$ cat config.mk
export PLATFORM = sky130hd
export DESIGN_NAME = sprite_pixel_sequencer_top_flat
export DESIGN_NICKNAME = d
export VERILOG_FILES = /design/src/sv/sprseq_pkg.sv /design/src/sv/sprseq_in_if.sv /design/src/sv/sprseq_out_if.sv /design/src/sv/sprite_pixel_sequencer_top.sv /design/src/flat_wrapper.sv
export SDC_FILE = /design/constraint.sdc
export NUM_CORES = 1
export LEC_CHECK = 0
export BUFFER_PORTS_ARGS = -buffer_cell sky130_fd_sc_hd__buf_2
export CELL_PAD_IN_SITES_DETAIL_PLACEMENT = 0
export CELL_PAD_IN_SITES_GLOBAL_PLACEMENT = 1
export CORE_MARGIN = 8
export CORE_UTILIZATION = 50
export DETAILED_ROUTE_END_ITERATION = 10
export PLACE_DENSITY = 0.9
export SYNTH_ARGS = -nofsm -noshare
export SYNTH_HDL_FRONTEND = slang
export SYNTH_SLANG_ARGS = --single-unit
$ cat constraint.sdc
create_clock -name clk -period 7.7 [get_ports clk]
set_input_delay 0.77 -clock clk [delete_from_list [all_inputs] [get_ports clk]]
set_output_delay 0.77 -clock clk [all_outputs]
set_load 0.02 [all_outputs]
$ cat src/sv/sprseq_pkg.sv
// ============================================================================
// Sprite sequencer package
// Shared constants, item codes and the word types of the two channels.
// ============================================================================
package sprseq_pkg;

  // Number of hardware sprites.
  localparam int NUM_SPRITES = 8;

  // Widths of the item fields.
  localparam int KIND_W  = 2;
  localparam int XPOS_W  = 9;
  localparam int MASK_W  = 8;
  localparam int INDEX_W = 3;
  localparam int DATA_W  = 24;
  localparam int COLOR_W = 4;

  // Configuration port.
  localparam int CFG_IDX_W  = 3;
  localparam int CFG_DATA_W = 32;

  // Item kinds.
  localparam logic [KIND_W-1:0] KIND_PIXEL = 2'd0;
  localparam logic [KIND_W-1:0] KIND_LOAD  = 2'd1;
  localparam logic [KIND_W-1:0] KIND_XPOS  = 2'd2;
  localparam logic [KIND_W-1:0] KIND_CLEAR = 2'd3;

  // Configuration register indexes.
  localparam logic [CFG_IDX_W-1:0] REG_MULTICOLOR = 3'd0;
  localparam logic [CFG_IDX_W-1:0] REG_EXPAND_X   = 3'd1;
  localparam logic [CFG_IDX_W-1:0] REG_COLORS     = 3'd2;
  localparam logic [CFG_IDX_W-1:0] REG_SHARED_ONE = 3'd3;
  localparam logic [CFG_IDX_W-1:0] REG_SHARED_TWO = 3'd4;
  localparam logic [CFG_IDX_W-1:0] REG_HIDE       = 3'd5;
  localparam logic [CFG_IDX_W-1:0] REG_CHECK_SS   = 3'd6;
  localparam logic [CFG_IDX_W-1:0] REG_CHECK_SB   = 3'd7;

  // Multicolor bit pair codes.
  localparam logic [1:0] PAIR_SHARED_ONE = 2'b01;
  localparam logic [1:0] PAIR_OWN        = 2'b10;

  // Input word.
  typedef struct packed {
    logic [KIND_W-1:0]  kind;
    logic [XPOS_W-1:0]  beam_x;
    logic [MASK_W-1:0]  display_mask;
    logic [MASK_W-1:0]  freeze_mask;
    logic [MASK_W-1:0]  stop_mask;
    logic               foreground;
    logic [INDEX_W-1:0] sprite_index;
    logic [DATA_W-1:0]  load_value;
  } in_word_t;

  // Result word.
  typedef struct packed {
    logic               pixel_valid;
    logic [COLOR_W-1:0] pixel_color;
    logic [INDEX_W-1:0] pixel_sprite;
    logic [MASK_W-1:0]  sprite_sprite_hits;
    logic [MASK_W-1:0]  sprite_background_hits;
    logic               irq_sprite_sprite;
    logic               irq_sprite_background;
  } out_word_t;

endpackage

$ cat src/sv/sprseq_in_if.sv
// ============================================================================
// Sprite sequencer input channel
// Valid/ready channel that carries one input word per handshake.
// ============================================================================
interface sprseq_in_if;
  import sprseq_pkg::*;

  logic     valid;
  logic     ready;
  in_word_t data;

  modport source (output valid, output data, input ready);
  modport sink (input valid, input data, output ready);
endinterface

$ cat src/sv/sprseq_out_if.sv
// ============================================================================
// Sprite sequencer result channel
// Valid/ready channel that carries one result word per handshake.
// ============================================================================
interface sprseq_out_if;
  import sprseq_pkg::*;

  logic      valid;
  logic      ready;
  out_word_t data;

  modport source (output valid, output data, input ready);
  modport sink (input valid, input data, output ready);
endinterface

$ cat src/sv/sprite_pixel_sequencer_top.sv
// ============================================================================
// Sprite pixel sequencer
// Eight hardware sprites with shift registers, horizontal expansion,
// multicolor mode, priority selection and collision latches.
// ============================================================================
//
//  channel   direction  word         handshake
//  -------   ---------  ----------   ----------------------------
//  items     in         in_word_t    valid/ready
//  results   out        out_word_t   valid/ready
//  cfg       in         index/data   cfg_we, no back-pressure
//
// One word is accepted per cycle while the result register is not stalled; its
// result word passes through the input register, then the result register,
// where it is offered until it is taken.
// The sprite state is read and written in the second stage, so consecutive
// words see each other's updates with no gap.
// A stalled result register holds its word and the input register fills
// behind it; reset clears both stages, the sprite state and the latches.
module sprite_pixel_sequencer_top (
  input  logic                                clk,
  input  logic                                rst,
  sprseq_in_if.sink                           items,
  sprseq_out_if.source                        results,
  input  logic                                cfg_we,
  input  logic [sprseq_pkg::CFG_IDX_W-1:0]    cfg_index,
  input  logic [sprseq_pkg::CFG_DATA_W-1:0]   cfg_data
);
  import sprseq_pkg::*;

  // Configuration registers.
  logic [MASK_W-1:0]              multicolor_mask;
  logic [MASK_W-1:0]              expand_x_mask;
  logic [NUM_SPRITES*COLOR_W-1:0] sprite_colors;
  logic [COLOR_W-1:0]             shared_color_one;
  logic [COLOR_W-1:0]             shared_color_two;
  logic                           hide_sprites;
  logic                           check_sprite_sprite;
  logic                           check_sprite_background;

  // Sprite state.
  logic [DATA_W-1:0] shift_data      [NUM_SPRITES];
  logic [1:0]        color_bits      [NUM_SPRITES];
  logic              expand_flop     [NUM_SPRITES];
  logic              multicolor_flop [NUM_SPRITES];
  logic [XPOS_W-1:0] sprite_x        [NUM_SPRITES];
  logic [NUM_SPRITES-1:0] active_mask;
  logic [MASK_W-1:0]      sprite_sprite_latch;
  logic [MASK_W-1:0]      sprite_background_latch;

  logic [DATA_W-1:0] shift_data_next      [NUM_SPRITES];
  logic [1:0]        color_bits_next      [NUM_SPRITES];
  logic              expand_flop_next     [NUM_SPRITES];
  logic              multicolor_flop_next [NUM_SPRITES];
  logic [XPOS_W-1:0] sprite_x_next        [NUM_SPRITES];
  logic [NUM_SPRITES-1:0] active_mask_next;
  logic [MASK_W-1:0]      sprite_sprite_latch_next;
  logic [MASK_W-1:0]      sprite_background_latch_next;

  // Pipeline registers.
  logic      s1_valid;
  in_word_t  s1_item;
  logic      out_valid;
  out_word_t out_word;
  out_word_t out_word_next;
  logic      out_free;

  // Colour of a bit pair for one sprite.
  function automatic logic [COLOR_W-1:0] pair_color(
    input logic [INDEX_W-1:0]             s,
    input logic [1:0]                     bits,
    input logic [NUM_SPRITES*COLOR_W-1:0] colors,
    input logic [COLOR_W-1:0]             one,
    input logic [COLOR_W-1:0]             two
  );
    logic [COLOR_W-1:0] c;
    case (bits)
      PAIR_SHARED_ONE: c = one;
      PAIR_OWN:        c = colors[{s, 2'b00} +: COLOR_W];
      default:         c = two;
    endcase
    return c;
  endfunction

  // Handshake: the input register moves on whenever the result register
  // is empty or being emptied.
  assign out_free      = !out_valid || results.ready;
  assign items.ready   = !s1_valid || out_free;
  assign results.valid = out_valid;
  assign results.data  = out_word;

  // Configuration writes.
  always_ff @(posedge clk) begin
    if (rst) begin
      multicolor_mask         <= '0;
      expand_x_mask           <= '0;
      sprite_colors           <= '0;
      shared_color_one        <= '0;
      shared_color_two        <= '0;
      hide_sprites            <= 1'b0;
      check_sprite_sprite     <= 1'b1;
      check_sprite_background <= 1'b1;
    end else if (cfg_we) begin
      case (cfg_index)
        REG_MULTICOLOR: multicolor_mask         <= cfg_data[MASK_W-1:0];
        REG_EXPAND_X:   expand_x_mask           <= cfg_data[MASK_W-1:0];
        REG_COLORS:     sprite_colors           <= cfg_data[NUM_SPRITES*COLOR_W-1:0];
        REG_SHARED_ONE: shared_color_one        <= cfg_data[COLOR_W-1:0];
        REG_SHARED_TWO: shared_color_two        <= cfg_data[COLOR_W-1:0];
        REG_HIDE:       hide_sprites            <= cfg_data[0];
        REG_CHECK_SS:   check_sprite_sprite     <= cfg_data[0];
        REG_CHECK_SB:   check_sprite_background <= cfg_data[0];
        default: ;
      endcase
    end
  end

  // Input register.
  always_ff @(posedge clk) begin
    if (rst) begin
      s1_valid <= 1'b0;
    end else if (items.ready) begin
      s1_valid <= items.valid;
    end
  end

  always_ff @(posedge clk) begin
    if (items.ready && items.valid) begin
      s1_item <= items.data;
    end
  end

  // Per-item update of the sprite state and the result word.
  always_comb begin
    logic [NUM_SPRITES-1:0] hit;
    logic                   act0;
    logic                   act;
    logic                   trig;
    logic                   fr;
    logic                   ef;
    logic                   mf;
    logic                   drop;
    logic [1:0]             cb;
    logic [DATA_W-1:0]      sd;
    logic                   multi;
    logic                   irq_ss;
    logic                   irq_sb;
    logic [INDEX_W-1:0]     who;

    shift_data_next              = shift_data;
    color_bits_next              = color_bits;
    expand_flop_next             = expand_flop;
    multicolor_flop_next         = multicolor_flop;
    sprite_x_next                = sprite_x;
    active_mask_next             = active_mask;
    sprite_sprite_latch_next     = sprite_sprite_latch;
    sprite_background_latch_next = sprite_background_latch;
    hit    = '0;
    multi  = 1'b0;
    irq_ss = 1'b0;
    irq_sb = 1'b0;
    who    = '0;
    act0 = 1'b0; act = 1'b0; trig = 1'b0; fr = 1'b0;
    ef = 1'b0; mf = 1'b0; drop = 1'b0; cb = '0; sd = '0;
    out_word_next = '0;

    case (s1_item.kind)
      KIND_LOAD: begin
        if ({1'b0, s1_item.sprite_index} < (INDEX_W+1)'(NUM_SPRITES)) begin
          shift_data_next[s1_item.sprite_index] = s1_item.load_value;
        end
      end
      KIND_XPOS: begin
        if ({1'b0, s1_item.sprite_index} < (INDEX_W+1)'(NUM_SPRITES)) begin
          sprite_x_next[s1_item.sprite_index] = s1_item.load_value[XPOS_W-1:0];
        end
      end
      KIND_CLEAR: begin
        sprite_sprite_latch_next     = '0;
        sprite_background_latch_next = '0;
      end
      default: begin
        // Each sprite: trigger, shift and draw test.
        for (int s = 0; s < NUM_SPRITES; s++) begin
          act0 = active_mask[s] && !s1_item.stop_mask[s];
          fr   = s1_item.freeze_mask[s];
          trig = s1_item.display_mask[s] && !act0 && !fr &&
                 (s1_item.beam_x == sprite_x[s]);
          act  = act0 || trig;
          ef   = trig || expand_flop[s];
          mf   = trig || multicolor_flop[s];
          cb   = color_bits[s];
          sd   = shift_data[s];
          drop = 1'b0;
          if (act && !fr) begin
            if (ef) begin
              if (multicolor_mask[s]) begin
                if (mf) begin
                  cb = sd[DATA_W-1 -: 2];
                end
                mf = !mf;
              end else begin
                cb = {sd[DATA_W-1], 1'b0};
              end
              sd = {sd[DATA_W-2:0], 1'b0};
              // Only a sprite that has just shifted can run empty and go idle.
              drop = (sd == '0) && (cb == '0);
            end
            ef = !ef || !expand_x_mask[s];
          end
          shift_data_next[s]      = sd;
          color_bits_next[s]      = cb;
          expand_flop_next[s]     = ef;
          multicolor_flop_next[s] = mf;
          active_mask_next[s]     = act && !drop;
          hit[s] = act && (cb != '0) && !hide_sprites;
        end

        // Lowest numbered drawing sprite wins.
        for (int s = NUM_SPRITES - 1; s >= 0; s--) begin
          if (hit[s]) begin
            who = INDEX_W'(s);
          end
        end

        // Collision latches and first-hit pulses.
        multi = |(hit & (hit - NUM_SPRITES'(1)));
        if (multi && check_sprite_sprite) begin
          irq_ss = (sprite_sprite_latch == '0);
          sprite_sprite_latch_next = sprite_sprite_latch | MASK_W'(hit);
        end
        if ((hit != '0) && s1_item.foreground && check_sprite_background) begin
          irq_sb = (sprite_background_latch == '0);
          sprite_background_latch_next = sprite_background_latch | MASK_W'(hit);
        end

        out_word_next.pixel_valid  = |hit;
        out_word_next.pixel_sprite = who;
        if (hit != '0) begin
          out_word_next.pixel_color = pair_color(who, color_bits_next[who],
            sprite_colors, shared_color_one, shared_color_two);
        end
        out_word_next.irq_sprite_sprite     = irq_ss;
        out_word_next.irq_sprite_background = irq_sb;
      end
    endcase

    out_word_next.sprite_sprite_hits     = sprite_sprite_latch_next;
    out_word_next.sprite_background_hits = sprite_background_latch_next;
  end

  // Sprite state commit.
  always_ff @(posedge clk) begin
    if (rst) begin
      for (int s = 0; s < NUM_SPRITES; s++) begin
        shift_data[s]      <= '0;
        color_bits[s]      <= '0;
        expand_flop[s]     <= 1'b0;
        multicolor_flop[s] <= 1'b0;
        sprite_x[s]        <= '0;
      end
      active_mask             <= '0;
      sprite_sprite_latch     <= '0;
      sprite_background_latch <= '0;
    end else if (s1_valid && out_free) begin
      shift_data              <= shift_data_next;
      color_bits              <= color_bits_next;
      expand_flop             <= expand_flop_next;
      multicolor_flop         <= multicolor_flop_next;
      sprite_x                <= sprite_x_next;
      active_mask             <= active_mask_next;
      sprite_sprite_latch     <= sprite_sprite_latch_next;
      sprite_background_latch <= sprite_background_latch_next;
    end
  end

  // Result register.
  always_ff @(posedge clk) begin
    if (rst) begin
      out_valid <= 1'b0;
    end else if (out_free) begin
      out_valid <= s1_valid;
    end
  end

  always_ff @(posedge clk) begin
    if (out_free && s1_valid) begin
      out_word <= out_word_next;
    end
  end

`ifndef NO_ASSERTIONS
  // A sprite-sprite pulse comes with at least two sprites in the latch.
  a_irq_ss_latch: assert property (@(posedge clk) disable iff (rst)
    (out_valid && out_word.irq_sprite_sprite) |->
      ($countones(out_word.sprite_sprite_hits) >= 2))
    else $error("sprite-sprite pulse without two latched sprites");

  // A sprite-background pulse comes with a non-empty latch.
  a_irq_sb_latch: assert property (@(posedge clk) disable iff (rst)
    (out_valid && out_word.irq_sprite_background) |->
      (out_word.sprite_background_hits != '0))
    else $error("sprite-background pulse with empty latch");

  // No pixel drawn means colour, sprite number and both pulses are zero.
  a_no_pixel_zero: assert property (@(posedge clk) disable iff (rst)
    (out_valid && !out_word.pixel_valid) |->
      (out_word.pixel_color == '0 && out_word.pixel_sprite == '0 &&
       !out_word.irq_sprite_sprite && !out_word.irq_sprite_background))
    else $error("undrawn pixel carries colour, sprite or pulse");

  // A clear word leaves both latches empty.
  a_clear_latches: assert property (@(posedge clk) disable iff (rst)
    (s1_valid && out_free && s1_item.kind == KIND_CLEAR) |=>
      (sprite_sprite_latch == '0 && sprite_background_latch == '0))
    else $error("latches not cleared");
`endif

endmodule
$ cat src/flat_wrapper.sv
// flat-port wrapper written by rule: the top's interface ports become plain ports
module sprite_pixel_sequencer_top_flat import sprseq_pkg::*;
  (clk, rst, cfg_we, cfg_index, cfg_data, items_valid, items_data, items_ready, results_valid, results_data, results_ready);
  sprseq_in_if items_i ();
  sprseq_out_if results_i ();
  input  logic clk;
  input  logic rst;
  input  logic cfg_we;
  input  logic [sprseq_pkg::CFG_IDX_W-1:0] cfg_index;
  input  logic [sprseq_pkg::CFG_DATA_W-1:0] cfg_data;
  input wire logic [$bits(items_i.valid)-1:0] items_valid;
  input wire logic [$bits(items_i.data)-1:0] items_data;
  output wire logic [$bits(items_i.ready)-1:0] items_ready;
  output wire logic [$bits(results_i.valid)-1:0] results_valid;
  output wire logic [$bits(results_i.data)-1:0] results_data;
  input wire logic [$bits(results_i.ready)-1:0] results_ready;
  assign items_i.valid = items_valid;
  assign items_i.data = items_data;
  assign items_ready = items_i.ready;
  assign results_valid = results_i.valid;
  assign results_data = results_i.data;
  assign results_i.ready = results_ready;
  sprite_pixel_sequencer_top u_core (.clk(clk), .rst(rst), .items(items_i), .results(results_i), .cfg_we(cfg_we), .cfg_index(cfg_index), .cfg_data(cfg_data));
endmodule
==> impl_results.md <==
* Final ANT Viol Nets at 0
* Maximum capacitance violations at 0
* Type of the worst setup path: register to register
* Pre-CTS WS at 2.32 ns
* Aggregate routed wire length at 63200 um
* Num CTS Buffers at 50
* Fin. Hold Viols at 0
* Hold-fix buffers, CTS at 0
* Static Leak at 8.24 nW
* GRT Resource Usage Total at 0.248
* Class of the tightest hold or removal check: input pin to register
* Synthesized net count at 2499
* Post-synthesis instance total at 2390
* Routed wire per std cell at 21.2 um
* Count of TritonRoute iterations in the first routing pass at 5
* Drt initial violations at 1704
* Die boundary height at 222 um
* Quantity of gates resized following cts at 0
* Total setup buffers inserted after CTS at 0
* Antenna diode count at 0
* CTS tree: done
* Overall die area at 0.0492 mm^2
* Ordered cell list for the critical path: xor2_1 -> nor4_2 -> nand4_2 -> a21oi_2 -> o211ai_1 -> a221o_2 -> a31oi_4 -> mux2i_1 -> mux2i_1 -> and2_1 -> or2_1 -> ha_1 -> nand2b_1 -> nand2b_1 -> o21ai_1 -> o211ai_1 -> a21oi_1
* Number of placement rows at 75
* Inst Count DP at 2891
* Starting utilization of the core area at 0.506
* Area added between synthesis and finish at 11.1%
* Slowest stage cell on the critical path: edfxtp_1
* Commonest non-fill, non-tap cells in the layout: dfxtp_1 (381), a21oi_1 (338), nor2_1 (326)
* Number of global-route vias before repair at 17300
* Critical Path Start Type: register
* Unrepaired setup endpoints after global routing: no
* Largest driver fanout on the critical path at 15
* Max_slew headroom at 0.189
* Slack of the critical path at 2.30 ns
* Sequential-to-total area share from yosys stat at 0.486
* Share of Yosys cell area claimed by the top area cell type at 0.360
* Cell types with the largest area share after synthesis: dfxtp_1 (36%), edfxtp_1 (13%), a21oi_1 (8.1%), a211oi_1 (6.8%), nor2_1 (5.9%)
* Fin Setup TNS at 0 ns
* Mapped Area at 0.0212 mm^2
* Element type at the critical path end: register
* Number of remaining DRC errors at 0
* Highest ir drop seen on vdd at 0.000177 V
* Most frequent standard cell in the layout excluding fill and tap cells: dfxtp_1
* Non-filler instance count after layout at 2985
* # clock sinks at 470
* Minimum hold slack at 0.347 ns
* Ratio of cells with drive above 1 in the final layout at 0.118
* Largest net degree at the start of global routing at 157
* Buffer depth of the longest clock path at 3
* Placeable core area at 0.0419 mm^2
* Antenna violations before repair at 1
* Ratio of total power to cell area at 223 mW/mm^2
* Total setup violations reported at the end of the flow at 0
* Fraction of registers with async set/reset at 0
* Status: complete, no violations
* Post-route fraction of the period consumed by the critical path at 0.701
* Number of vias in the routed layout at 18000
* Via density at 6.04
* Routability-driven placement congestion ratio at 0.905
* I/O pin cnt at 131
* HPWL after detailed placement at 43200 um
* Overflow left after global routing at 0
* Global-route wire length before repair at 98400 um
* Clk root buf: clkbuf_16
* Horizontal die dimension at 222 um
* Flops & latches, synth at 470
* Time the final worst path needs with I/O delays and setup at 5.40 ns
* Data required time at the worst endpoint at 8.13 ns
* Clock-pin slew on the worst setup and hold paths at 0.06 ns
* Latest clock arrival within the worst-skew pair at 0.60 ns
* Total number of nets in the final design at 2513
* Number of flops mapped to enable cells by yosys at 89
* Number of buffers added on ports at 130
* Top cell type by total area after synthesis: dfxtp_1
* Data arrival time of the critical path at 5.83 ns
* Yosys cell types at 76
* Main synth FF type: dfxtp_1
* Yosys Warn Count at 0
* Count of pins over their slew limit at 0
* Worst setup skew after layout at 0.0175 ns
* H-tree level count at 2
* Synthesized area per cell at 8.87 um^2
* Largest stage delay on the critical path at 0.76 ns
* Slew @ Worst Pin at 1.21 ns
* Highest attainable clock frequency at 185 MHz
[worst max-delay path: cells and delay by family, from the launching register on]
kind / cells / cell delay [ns]
DFF: 1 / 0.76
AOI/OAI and AO/OA: 7 / 2.18
and+or+nand+nor: 6 / 1.40
adders and majority gates: 1 / 0.38
xor gates and xnor gates: 1 / 0.20
muxes: 2 / 0.33
[state kept, by name, indices dropped and copies added (netlist names), 16 cells and up]
signal,flops
u_core.s1_item,63
u_core.sprite_x,72
u_core.sprite_colors,32
u_core.color_bits,16
u_core.results.data,26
u_core.shift_data,192
[metrics by stage]
step,util,power (mW),area (um^2)
3_5_place_dp,0.523,2.93,21900
4_1_cts,0.562,5.28,23500
2_1_floorplan,-,2.81,21200
6_report,0.562,5.25,23500
5_1_grt,0.562,5.43,23500
3_3_place_gp,0.523,2.92,21900
[per-layer routing]
metal,global-route usage,share of wire
met5,0,0.00019
met4,0.0883,0.031
met3,0.0499,0.068
met2,0.411,0.47
met1,0.319,0.43
[power by group]
group / internal (mW) / switching [mW]
registers: 2.55 / 0.0565
logic: 0.0813 / 0.194
clock network: 1.38 / 0.994
total: 4.01 / 1.24
[layout make-up]
cell class | instances | area, um^2
fill | 3762 | 18300
sequential | 470 | 10300
multi-input combinational | 1715 | 10100
clock buffer | 79 | 1500
timing repair buffer | 145 | 773
tap | 539 | 674
clock inverter | 15 | 125
inverter | 22 | 85.1
[cell usage after synthesis (all sizes together), types with 3 or more instances]
cell / instances
nand2: 244
and2: 34
mux2: 6
ha: 6
and4: 3
o31ai: 3
nor2b: 24
or2: 3
clkbuf: 143
mux2i: 99
nand3: 50
xor2: 72
nand4: 22
o21ai: 74
nor3: 19
a22oi: 9
a211o: 4
nor4: 65
nand2b: 21
nor4b: 12
edfxtp: 89
and3: 6
dfxtp: 381
buf: 40
or3: 6
o211ai: 9
nor2: 331
a31oi: 9
a211oi: 194
a21oi: 345
inv: 21
a21o: 4
a311oi: 17
[logic make-up (layout without fill, tap and decap cells)]
group / count (synthesis) / after routing / synth area share
AO/OA/AOI/OAI: 684 / 684 / 0.200
XOR/XNOR: 72 / 72 / 0.0308
flip-flops: 470 / 470 / 0.486
adder cells (fa/ha/maj): 8 / 8 / 0.00449
buffers and inverters: 205 / 261 / 0.0411
AND/OR/NAND/NOR: 846 / 846 / 0.187
multiplexers: 105 / 105 / 0.0501
[worst paths after layout]
kind / end / from / slack (ns) / cells after the start
worst max-delay path: u_core.results.data[23] / u_core.s1_item[55] / 2.30 / 17
worst min-delay path: u_core.s1_item[4] / items_data[4] / 0.35 / 1
worst max register to register: u_core.results.data[23] / u_core.s1_item[55] / 2.30 / 17
worst min register to register: u_core.sprite_colors[30] / u_core.sprite_colors[30] / 0.45 / 2
Note: power is estimated with default switching activity, not from simulation.
